### config.mk
export PLATFORM = sky130hd
export DESIGN_NAME = substring_search
export DESIGN_NICKNAME = d
export VERILOG_FILES = /design/src/rtl/core/substr_pkg.sv /design/src/rtl/core/substr_cell.sv /design/src/rtl/core/substr_track.sv /design/src/rtl/core/substring_search.sv
export SDC_FILE = /design/constraint.sdc
export NUM_CORES = 1
export LEC_CHECK = 0
export BUFFER_PORTS_ARGS = -buffer_cell sky130_fd_sc_hd__clkbuf_2
export CELL_PAD_IN_SITES_DETAIL_PLACEMENT = 0
export CELL_PAD_IN_SITES_GLOBAL_PLACEMENT = 1
export CORE_UTILIZATION = 30
export DETAILED_ROUTE_END_ITERATION = 6
export GPL_ROUTABILITY_DRIVEN = 0
export PLACE_DENSITY_LB_ADDON = 0.1
export SLEW_MARGIN = 20
export SYNTH_ARGS = -nofsm -noshare
export SYNTH_HDL_FRONTEND = slang
export SYNTH_SLANG_ARGS = --single-unit
### constraint.sdc
create_clock -name clk -period 12.38 [get_ports clk]
set_input_delay 1.238 -clock clk [delete_from_list [all_inputs] [get_ports clk]]
set_output_delay 1.238 -clock clk [all_outputs]
set_load 0.01 [all_outputs]
### src/rtl/core/substr_pkg.sv
// substr_pkg: shared types and constants for the substring search block
// used by substr_cell, substr_track and substring_search; no dependencies

package substr_pkg;

	// fixed widths of the configuration registers and stream fields
	localparam int PATTERN_W   = 64;
	localparam int LEN_W       = 4;
	localparam int OFFSET_W    = 16;
	localparam int MATCH_POS_W = 16;
	localparam int BYTE_W      = 8;
	localparam int CFG_IDX_W   = 2;

	// configuration register indexes
	typedef enum logic [CFG_IDX_W-1:0] {
		CFG_PATTERN_BYTES  = 2'd0,
		CFG_PATTERN_LENGTH = 2'd1,
		CFG_START_OFFSET   = 2'd2,
		CFG_SEARCH_LAST    = 2'd3
	} cfg_index_t;

	// one accepted input transaction as seen by the match tracker
	typedef struct packed {
		logic accept;
		logic last;
		logic hit;
	} item_t;

endpackage

### src/rtl/core/substr_cell.sv
// substr_cell: one window byte of the search chain with its pattern compare
// depends on substr_pkg

module substr_cell import substr_pkg::*; #(
	parameter int IDX = 0
) (
	input  logic                 clk,
	input  logic                 arst_n,
	input  logic                 shift,
	input  logic                 clear,
	input  logic [BYTE_W-1:0]    din,
	input  logic [PATTERN_W-1:0] pattern,
	input  logic [LEN_W-1:0]     len,
	output logic [BYTE_W-1:0]    dout,
	output logic                 hit
);

	logic [BYTE_W-1:0] byte_q;
	logic [LEN_W-1:0]  sel;
	logic [BYTE_W-1:0] want;

	// pattern byte that lines up with this window slot
	assign sel  = len - LEN_W'(IDX) - LEN_W'(1);
	assign want = pattern[{sel[2:0], 3'b000} +: BYTE_W];

	// slots beyond the pattern length always agree
	assign hit = (LEN_W'(IDX) >= len) || (din == want);

	// window byte handed to the next slot per transaction, zeroed on clear
	always_ff @(posedge clk or negedge arst_n) begin
		if (!arst_n) begin
			byte_q <= '0;
		end else if (shift) begin
			byte_q <= clear ? '0 : din;
		end
	end

	assign dout = byte_q;

endmodule

### src/rtl/core/substr_track.sv
// substr_track: position counter, match bookkeeping and result register
// depends on substr_pkg

module substr_track import substr_pkg::*; #(
	parameter int POSITION_BITS = 16
) (
	input  logic                   clk,
	input  logic                   arst_n,
	input  item_t                  item,
	input  logic [LEN_W-1:0]       len,
	input  logic [OFFSET_W-1:0]    start_offset,
	input  logic                   search_last,
	input  logic                   out_ready,
	output logic                   in_ready,
	output logic                   out_valid,
	output logic                   out_found,
	output logic [MATCH_POS_W-1:0] out_position
);

	localparam int CW = (POSITION_BITS > OFFSET_W) ? POSITION_BITS : OFFSET_W;

	logic [POSITION_BITS-1:0]  pos_q;
	logic                      seen_q;
	logic [POSITION_BITS-1:0]  best_q;
	logic                      valid_q;
	logic                      found_q;
	logic [MATCH_POS_W-1:0]    opos_q;

	logic [POSITION_BITS:0]    pos_inc;
	logic [POSITION_BITS:0]    start_w;
	logic                      window_full;
	logic                      counted;
	logic                      seen_next;
	logic [POSITION_BITS-1:0]  best_next;
	logic [POSITION_BITS+MATCH_POS_W-1:0] best_ext;

	// start of the candidate match ending at this byte
	assign pos_inc     = {1'b0, pos_q} + (POSITION_BITS+1)'(1);
	assign window_full = pos_inc >= (POSITION_BITS+1)'(len);
	assign start_w     = pos_inc - (POSITION_BITS+1)'(len);
	assign counted     = item.hit && window_full &&
		(CW'(start_w[POSITION_BITS-1:0]) >= CW'(start_offset));

	// first or last match bookkeeping
	always_comb begin
		seen_next = seen_q;
		best_next = best_q;
		if (counted) begin
			if (search_last || !seen_q) begin
				best_next = start_w[POSITION_BITS-1:0];
			end
			seen_next = 1'b1;
		end
	end

	assign best_ext = {{MATCH_POS_W{1'b0}}, best_next};

	// string state, cleared after the final byte
	always_ff @(posedge clk or negedge arst_n) begin
		if (!arst_n) begin
			pos_q  <= '0;
			seen_q <= 1'b0;
			best_q <= '0;
		end else if (item.accept) begin
			if (item.last) begin
				pos_q  <= '0;
				seen_q <= 1'b0;
				best_q <= '0;
			end else begin
				if (pos_q != {POSITION_BITS{1'b1}}) begin
					pos_q <= pos_inc[POSITION_BITS-1:0];
				end
				seen_q <= seen_next;
				best_q <= best_next;
			end
		end
	end

	// result register toward the master side
	always_ff @(posedge clk or negedge arst_n) begin
		if (!arst_n) begin
			valid_q <= 1'b0;
			found_q <= 1'b0;
			opos_q  <= '0;
		end else if (item.accept && item.last) begin
			valid_q <= 1'b1;
			found_q <= seen_next;
			opos_q  <= seen_next ? best_ext[MATCH_POS_W-1:0] : '0;
		end else if (out_ready) begin
			valid_q <= 1'b0;
		end
	end

	assign in_ready     = !valid_q || out_ready;
	assign out_valid    = valid_q;
	assign out_found    = found_q;
	assign out_position = opos_q;

	// a final byte always produces a result in the next cycle
	a_last_gives_result: assert property (@(posedge clk) disable iff (!arst_n)
		item.accept && item.last |=> valid_q)
		else $error("final byte produced no result");

	// string state restarts after the final byte
	a_restart: assert property (@(posedge clk) disable iff (!arst_n)
		item.accept && item.last |=> (pos_q == '0) && !seen_q)
		else $error("string state not cleared");

	// no match means a zero position
	a_nofound_zero: assert property (@(posedge clk) disable iff (!arst_n)
		valid_q && !found_q |-> (opos_q == '0))
		else $error("position set without a match");

	// no new transaction while a result is stalled
	a_stall_blocks: assert property (@(posedge clk) disable iff (!arst_n)
		valid_q && !out_ready |-> !in_ready)
		else $error("input taken while result stalled");

	// a stored match never lies beyond the current position
	a_best_bound: assert property (@(posedge clk) disable iff (!arst_n)
		seen_q |-> (best_q <= pos_q))
		else $error("match start beyond position");

endmodule

### src/rtl/core/substring_search.sv
// substring_search: top level of the streaming substring search
// depends on substr_pkg, substr_cell and substr_track
//
// The searched string arrives on the slave stream, one byte per transaction,
// with s_axis_tlast on its final byte. A row of window cells shifts the byte
// in and each cell compares its slot with the aligned pattern byte; the
// tracker counts positions and keeps the first or last counted match.
// One result leaves on the master stream per string: m_axis_tuser is the
// found flag, m_axis_tdata the start position (zero when not found).
// Throughput: one byte per cycle unless a result stalls. The result is valid
// in the cycle after the final byte is accepted. The output register lets
// input flow on while the master side takes the result; while a result
// waits and m_axis_tready is low, s_axis_tready is low. Reset clears the
// window, the counters, the result register and loads the register reset
// values (pattern length 1). Configuration writes take effect the next cycle
// and are made while idle by the user; the block does not enforce it.

module substring_search import substr_pkg::*; #(
	parameter int MAX_PATTERN_BYTES = 8,
	parameter int POSITION_BITS     = 16
) (
	input  logic                   clk,
	input  logic                   arst_n,
	// slave stream
	input  logic                   s_axis_tvalid,
	output logic                   s_axis_tready,
	input  logic [BYTE_W-1:0]      s_axis_tdata,   // [7:0] char_byte
	input  logic                   s_axis_tlast,   // end_of_string
	// master stream
	output logic                   m_axis_tvalid,
	input  logic                   m_axis_tready,
	output logic [MATCH_POS_W-1:0] m_axis_tdata,   // [15:0] match_position
	output logic                   m_axis_tuser,   // [0] found
	// configuration
	input  logic                   cfg_we,
	input  logic [CFG_IDX_W-1:0]   cfg_index,
	input  logic [PATTERN_W-1:0]   cfg_data
);

	logic [PATTERN_W-1:0] pattern_q;
	logic [LEN_W-1:0]     length_q;
	logic [OFFSET_W-1:0]  offset_q;
	logic                 last_mode_q;

	logic [LEN_W-1:0]     len_used;
	logic                 accept;
	logic                 in_ready;
	item_t                item;

	logic [BYTE_W-1:0]    chain [MAX_PATTERN_BYTES+1];
	logic [MAX_PATTERN_BYTES-1:0] hits;

	// configuration registers
	always_ff @(posedge clk or negedge arst_n) begin
		if (!arst_n) begin
			pattern_q   <= '0;
			length_q    <= LEN_W'(1);
			offset_q    <= '0;
			last_mode_q <= 1'b0;
		end else if (cfg_we) begin
			case (cfg_index_t'(cfg_index))
				CFG_PATTERN_BYTES:  pattern_q   <= cfg_data;
				CFG_PATTERN_LENGTH: length_q    <= cfg_data[LEN_W-1:0];
				CFG_START_OFFSET:   offset_q    <= cfg_data[OFFSET_W-1:0];
				CFG_SEARCH_LAST:    last_mode_q <= cfg_data[0];
				default: ;
			endcase
		end
	end

	// pattern length clamped to the window size, zero used as one
	always_comb begin
		len_used = length_q;
		if (length_q == '0) begin
			len_used = LEN_W'(1);
		end else if (length_q > LEN_W'(MAX_PATTERN_BYTES)) begin
			len_used = LEN_W'(MAX_PATTERN_BYTES);
		end
	end

	assign accept = s_axis_tvalid && in_ready;

	// window chain, newest byte enters at slot zero
	assign chain[0] = s_axis_tdata;

	for (genvar j = 0; j < MAX_PATTERN_BYTES; j++) begin : g_window
		substr_cell #(
			.IDX(j)
		) u_slot (
			.clk     (clk),
			.arst_n  (arst_n),
			.shift   (accept),
			.clear   (s_axis_tlast),
			.din     (chain[j]),
			.pattern (pattern_q),
			.len     (len_used),
			.dout    (chain[j+1]),
			.hit     (hits[j])
		);
	end

	assign item.accept = accept;
	assign item.last   = s_axis_tlast;
	assign item.hit    = &hits;

	// position counting, match choice and result register
	substr_track #(
		.POSITION_BITS(POSITION_BITS)
	) u_track (
		.clk          (clk),
		.arst_n       (arst_n),
		.item         (item),
		.len          (len_used),
		.start_offset (offset_q),
		.search_last  (last_mode_q),
		.out_ready    (m_axis_tready),
		.in_ready     (in_ready),
		.out_valid    (m_axis_tvalid),
		.out_found    (m_axis_tuser),
		.out_position (m_axis_tdata)
	);

	assign s_axis_tready = in_ready;

endmodule

==> impl_metrics.ini, run 1 <==
[pwr]
sw_frac_of_total_pct = 38.3
power_frac_comb_pct = 43.7
ir_drop_mv = 0.0969
p_clk_share_pct = 23.5
p_sw_mw = 0.931
p_per_area_nw_per_um2 = 173
p_leak_nw = 6.24
p_total_mw = 2.43
p_seq_share_pct = 32.8
p_int_mw = 1.50

[sta]
fin_crit_sh_pct = 57.0
skew_ps = 13.6
tightest_slew_ps = 1050
maxSlewHeadroom_pct = 29.5
slew_violations = 0
hold_viol = 0
rsz0062_at_grt = false
setup_viol_count_final = 0
setup_slack_ps = 5320
period_needed_ps = 7060
tns_ps = 0
max_freq_mhz = 142

[critical_path]
worst_setup_path_end_kind = flop
cpMaxStageDelayCell = ha_1
critPathBufInv = 4
cp_common_cell = buf_4
critPathLaunchType = flop
required_ps = 12790
cpPeakStageDelay_ps = 980
critPathTopFamily = buffers and inverters
path_cells = o21ba_2 -> nor2_4 -> buf_4 -> inv_2 -> ha_1 -> clkinv_1 -> mux4_2 -> xor2_1 -> nor4_2 -> nand2_1 -> o32ai_2 -> and4b_1 -> buf_4 -> and2_1 -> a22o_1
crit_type = reg -> reg
path_max_fanout = 42
crit_start = length_q[0]
cp.arrival_ps = 7470
regToRegStartpoint = length_q[0]

[logic_synthesis]
postSynthCellCount = 1170
syn_nets = 1278
synthesis.area_um2 = 12600
synth_top_cell_by_area = dfrtp_1
syn_avg_cell_area_um2 = 10.7
synthFlopType = dfrtp_1
ys_warn_count = 0
synth_seq_cells = 192
synth.area.top_cells = dfrtp_1, mux2_2, mux4_2
synth.distinct_cells = 76
synth-edff-count = 0
synth-seq-area-share_pct = 38.3
ys_async_sr_fraction_pct = 100
synth_top_area_share_pct = 38.1

[worst_hold_path]
worstHoldPathType = reg -> reg
hold_start = u_track.out_found

[placement]
post_dp_cell_area_um2 = 13500
post-place-ws_ps = 5260
hpwl_mm = 30.2
io_buffer_count = 98

[final_layout]
area_growth_pct = 12.1
drive_above_1_share_pct = 25.6
diodes = 0
nets = 1332
utilization_pct = 34.3
fin_area_um2 = 14100

[grt]
met1_usage_pct = 29.7
antenna_found_initial = 0
track_usage_pct = 19.8
grtUsageMet3_pct = 3.12
grt_pass1_vias = 9197
grt_pass1_wl_mm = 61.2
gr-usage-met2_pct = 28.3
grt_max_degree = 75
grt.busiest_layer = met1
globalRouteOverflowTotal = 0

[detailed_routing]
drc = 1
first_pass_iters = 7
post_drt_wl_per_cell_um = 22.6
wl_mm = 40.0
vias = 9256
antenna_left = 0
vias_per_cell = 5.24
drtIter0Drc = 676

[clocking]
post_cts_buffers = 0
clock_latency_ps = 480
clkSlewWorstSetupHoldPaths_ps = 70
cts_buffer_depth = 2
cts_hold_buf = 0
cts_tree = done
clock_sinks = 192
cts_resized = 0
numCtsBuffers = 17
cts-htree-levels = 4
cts_root_buffer = clkbuf_16

[floorplanning]
dieArea_um2 = 42700
ios = 99
core_area_um2 = 41000
die_y_um = 207
start_util_pct = 30.6
die-width_um = 207
rows = 74

[run_status]
violations = design-rule violations
status = complete, but fails checks

[job]
max-cap-violations = 0
## synthesized netlist by cell type, types with 3 or more instances
cell      number
dfrtp_1      191
nand2_1      177
mux2_2       110
mux2i_1       89
nand3b_1      57
xnor2_1       53
mux4_2        51
clkbuf_1      48
nor2_1        38
xor2_1        38
o21ai_0       30
ha_1          27
inv_1         24
nand3_1       18
o21ai_1       17
a22o_1        16
buf_2         14
a21oi_1       10
nor4_1        10
and3_1         9
a21o_1         8
a22oi_1        8
o31ai_1        7
a31oi_1        6
buf_1          6
nand2b_1       6
nand4_1        6
nor2b_1        6
a211oi_1       5
and2_1         5
and4_1         5
buf_4          4
inv_2          4
nor3_1         4
o211ai_1       4
o22ai_1        4
a41oi_1        3
nor3b_1        3
o21bai_1       3
## layout make-up
class | count | area, µm²
fill | 4156 | 26900
multi-input combinational | 875 | 7320
sequential | 192 | 4810
tap | 532 | 666
timing repair buffer | 109 | 582
clock buffer | 24 | 482
inverter | 29 | 109
clock inverter | 7 | 103
## power by group through the flow
stage                     clock (mW)  sequential (mW)  combinational (mW)
after floorplan                    0            0.750               0.802
after global placement             0            0.810                1.07
after detailed placement           0            0.811                1.07
after CTS                      0.598            0.798                1.07
after global routing           0.617            0.810                1.16
final                          0.572            0.798                1.07
## path summary, 6_finish.rpt
check,endpoint,slack (ps),cells past startpoint
worst max register to register,u_track.best_q[5],5320,15
worst min-delay path,u_track.out_found,480,2
worst max-delay path,u_track.best_q[5],5320,15
worst min register to register,u_track.out_found,480,2
min in group asynchronous,u_track.out_valid,780,1
max in group asynchronous,pattern_q[49],10190,2
## flip-flops by register name, indices dropped and copies added, names as in the netlist
| name | flops |
|---|---|
| pattern_q | 64 |
| g_window.u_slot.dout | 56 |
| offset_q | 16 |
| u_track.best_q | 16 |
| u_track.out_position | 16 |
| u_track.pos_q | 16 |
| length_q | 4 |
| last_mode_q | 1 |
| u_track.out_found | 1 |
| u_track.out_valid | 1 |
| u_track.seen_q | 1 |
## worst min-delay path, cell delays in order (launching register included)
cell and delay (ps):
dfrtp_1 340, nand2_1 50, nand2_1 50
## layer usage
layer	vias to the layer above	wire, µm	share of wire, %
met3	32	1520	3.8
met2	199	17500	44
met1	4675	20100	50
met5	-	0	0
li1	4350	-	-
met4	0	903	2.3
## placed cells by master, fill, tap and decap left out, types with 18 or more instances in the layout
| cell | count |
|---|---|
| nand3b_1 | 57 |
| mux4_2 | 51 |
| ha_1 | 27 |
| dfrtp_1 | 191 |
| o21ai_0 | 30 |
| mux2_2 | 110 |
| nor2_1 | 38 |
| xor2_1 | 38 |
| xnor2_1 | 53 |
| clkbuf_2 | 97 |
| mux2i_1 | 89 |
| inv_1 | 24 |
| nand3_1 | 18 |
| nand2_1 | 176 |
## cell families after synthesis
logic type	count (synthesis)	synth area share, %
AOI/OAI and AO/OA	147	8.17
and+or+nand+nor	355	14.1
xor gates and xnor gates	94	6.92
adders and majority gates	28	2.85
muxes	251	26.2
buffers and inverters	103	3.46
DFF	192	38.3
## per-stage QoR
step	hold slack, ps	std cells
6_report	476	1768
5_1_grt	507	1768
4_1_cts	485	1768
3_5_place_dp	467	1737
3_3_place_gp	461	1737
2_1_floorplan	456	1170
Note: power is estimated with default switching activity, not from simulation.
==> run 2, diff against run 1 <==
- ABC_AREA: not set -> 1
- clock period: 12.38 -> 7 ns (I/O delays scaled with it)
==> run 2 against run 1 <==
  * Largest power group unchanged
  * Synthesized cell count grew 58%
  * Worst setup slack lost 3400 ps
  * Routed wire length is 21% higher
  * Sequential share of layout area down 0.12 points
  * Highest routed layer unchanged
  * Non-clock buffer count is 10 higher
  * Critical path depth increased by 14
  * Combinational power is 120% higher
  * Worst hold slack worse by 240 ps
  * Register-to-register slack lost 3400 ps
  * Clock-buffer cell count down 5
  * The run still ends with design-rule violations left
  * Clock power up 78%
==> impl_metrics.ini, run 2 <==
[clocking]
cts-htree-levels = 4
clkSlewWorstSetupHoldPaths_ps = 80
cts_buffer_depth = 2
clock_latency_ps = 470
cts_root_buffer = clkbuf_16
cts_resized = 0
numCtsBuffers = 17
post_cts_buffers = 0
clock_sinks = 192
cts_tree = done
cts_hold_buf = 0

[grt]
antenna_found_initial = 0
grt_pass1_vias = 12290
track_usage_pct = 23.5
grt_pass1_wl_mm = 73.1
globalRouteOverflowTotal = 0
grt_max_degree = 109

[logic_synthesis]
yosys-top-cells-count = nand2_1, nand3_1, dfrtp_1, inv_1, nor2_1
ys_async_sr_fraction_pct = 100
synthesis.area_um2 = 12600
yosysMostFrequentCell = nand2_1
synth_top_cell_by_area = dfrtp_1
syn_avg_cell_area_um2 = 6.79
postSynthCellCount = 1848
synth.distinct_cells = 41
synthFlopType = dfrtp_1
synth-seq-area-share_pct = 38.3
syn_nets = 1956
synth_seq_cells = 192
synth.area.top_cells = dfrtp_1, nand2_1, nand3_1
synth_top_area_share_pct = 38.1
ys_warn_count = 0
synth-edff-count = 0

[sta]
skew_ps = 14.5
slew_violations = 0
tightest_slew_ps = 1050
rsz0062_at_grt = false
setup_viol_count_final = 0
fin_crit_sh_pct = 72.1
period_needed_ps = 5040
max_freq_mhz = 198
hold_viol = 0
maxSlewHeadroom_pct = 30.0
tns_ps = 0

[final_layout]
nets = 2014
area_growth_pct = 12.5
drive_above_1_share_pct = 10.3
fillers = 4482
largest_register = pattern_q
final_common_cell = nand2_1
fin_area_um2 = 14100
multi_input_area_um2 = 6640
final_cell_mix = nand2_1, nand3_1, dfrtp_1
largest_reg_flops = 64
seqCellArea_um2 = 4810
diodes = 0

[detailed_routing]
drtIter0Drc = 792
vias = 12378
post_drt_wl_per_cell_um = 19.7
wl_mm = 48.3
vias_per_cell = 5.05
antenna_left = 0
first_pass_iters = 7
drc = 1

[floorplanning]
rows = 74
start_util_pct = 30.6
ios = 99
die_y_um = 207
dieArea_um2 = 42700
core_area_um2 = 41000
die-width_um = 207

[critical_path]
cpMaxStageDelayCell = a21oi_4
worst_setup_path_end_kind = flop
crit_type = reg -> reg
cpPeakStageDelay_ps = 490
critPathLaunchType = flop
critPathTopFamily = simple AND/OR/NAND/NOR gates
required_ps = 7410
critPathBufInv = 3
path_max_fanout = 18
cp.arrival_ps = 5450
cp_common_cell = nand2_1

[run_status]
status = complete, but fails checks
violations = design-rule violations

[placement]
hpwl_mm = 36.0
io_buffer_count = 98
post_dp_cell_area_um2 = 13500

[job]
max-cap-violations = 0

[pwr]
p_per_area_nw_per_um2 = 330
p_leak_nw = 7.47
ir_drop_mv = 0.152

[worst_hold_path]
worstHoldPathType = in -> async
run 2: changes by cell type after synthesis, sizes merged, moves of 27 or more:
cell	delta
nand3b	-47
nand2	+451
a21oi	+33
xor2	-27
mux2	-91
mux4	-51
nand3	+378
o22ai	+63
xnor2	-53
inv	+168
mux2i	-89
nor2	+43
run 2: path summary, 6_finish.rpt:
kind | slack (ps) | from | depth (start not counted) | end
worst max-delay path | 1960 | u_track.pos_q[0] | 29 | u_track.out_position[6]
worst min-delay path | 230 | arst_n | 1 | pattern_q[50]
worst max register to register | 1960 | u_track.pos_q[0] | 29 | u_track.out_position[6]
worst min register to register | 480 | u_track.out_position[5] | 2 | u_track.out_position[5]
max in group asynchronous | 5440 | arst_n | 2 | length_q[3]
min in group clk | 460 | cfg_data[19] | 2 | pattern_q[19]
run 2: cells by family (layout without fill, tap and decap cells):
| kind of cell | after synthesis | after routing | share of synthesized area, % |
|---|---|---|---|
| AND/OR/NAND/NOR | 1136 | 1136 | 38.9 |
| buffers and inverters | 279 | 350 | 8.90 |
| flip-flops | 192 | 192 | 38.3 |
| AO/OA/AOI/OAI | 179 | 179 | 8.05 |
| adder cells (fa/ha/maj) | 28 | 28 | 2.85 |
| multiplexers | 20 | 20 | 1.79 |
| XOR/XNOR | 14 | 14 | 1.19 |
run 2: metal layers:
layer	share of wire (%)	track usage, %
met5	0	0
met4	5.2	12.8
met3	2.5	2.68
met2	50	41.8
met1	42	27.4
run 2: stage by stage:
stage | instances | util [%] | total power [mW] | hold slack (ps) | worst slack [ps]
3_5_place_dp | 2418 | 32.9 | 3.68 | 466 | 1920
3_3_place_gp | 2418 | 32.9 | 3.66 | 466 | 2040
6_report | 2451 | 34.4 | 4.66 | 235 | 1960
4_1_cts | 2450 | 34.4 | 4.72 | 252 | 1900
5_1_grt | 2451 | 34.4 | 5.04 | 272 | 1330
2_1_floorplan | 1848 | - | 2.88 | 404 | 2980
run 2: power by group:
group	internal [mW]	switching, mW
Clock	0.515	0.503
Combinational	0.721	1.60
Sequential	1.21	0.114
Total	2.45	2.21
run 2: worst register-to-register path: cells and delay by family, from the launching register on:
family | cells | cell delay, ps
flip-flops | 1 | 440
buffers and inverters | 3 | 210
AO/OA/AOI/OAI | 1 | 490
AND/OR/NAND/NOR | 22 | 2990
adder cells (fa/ha/maj) | 3 | 870
run 2: cell type report:
cell class                      instances  area share [%]
Tap cell                              532            4.71
Inverter                              199            5.29
Multi-Input combinational cell       1377            47.0
Clock inverter                         13           0.984
Clock buffer                           19            3.14
Timing Repair Buffer                  119            4.79
Sequential cell                       192            34.0
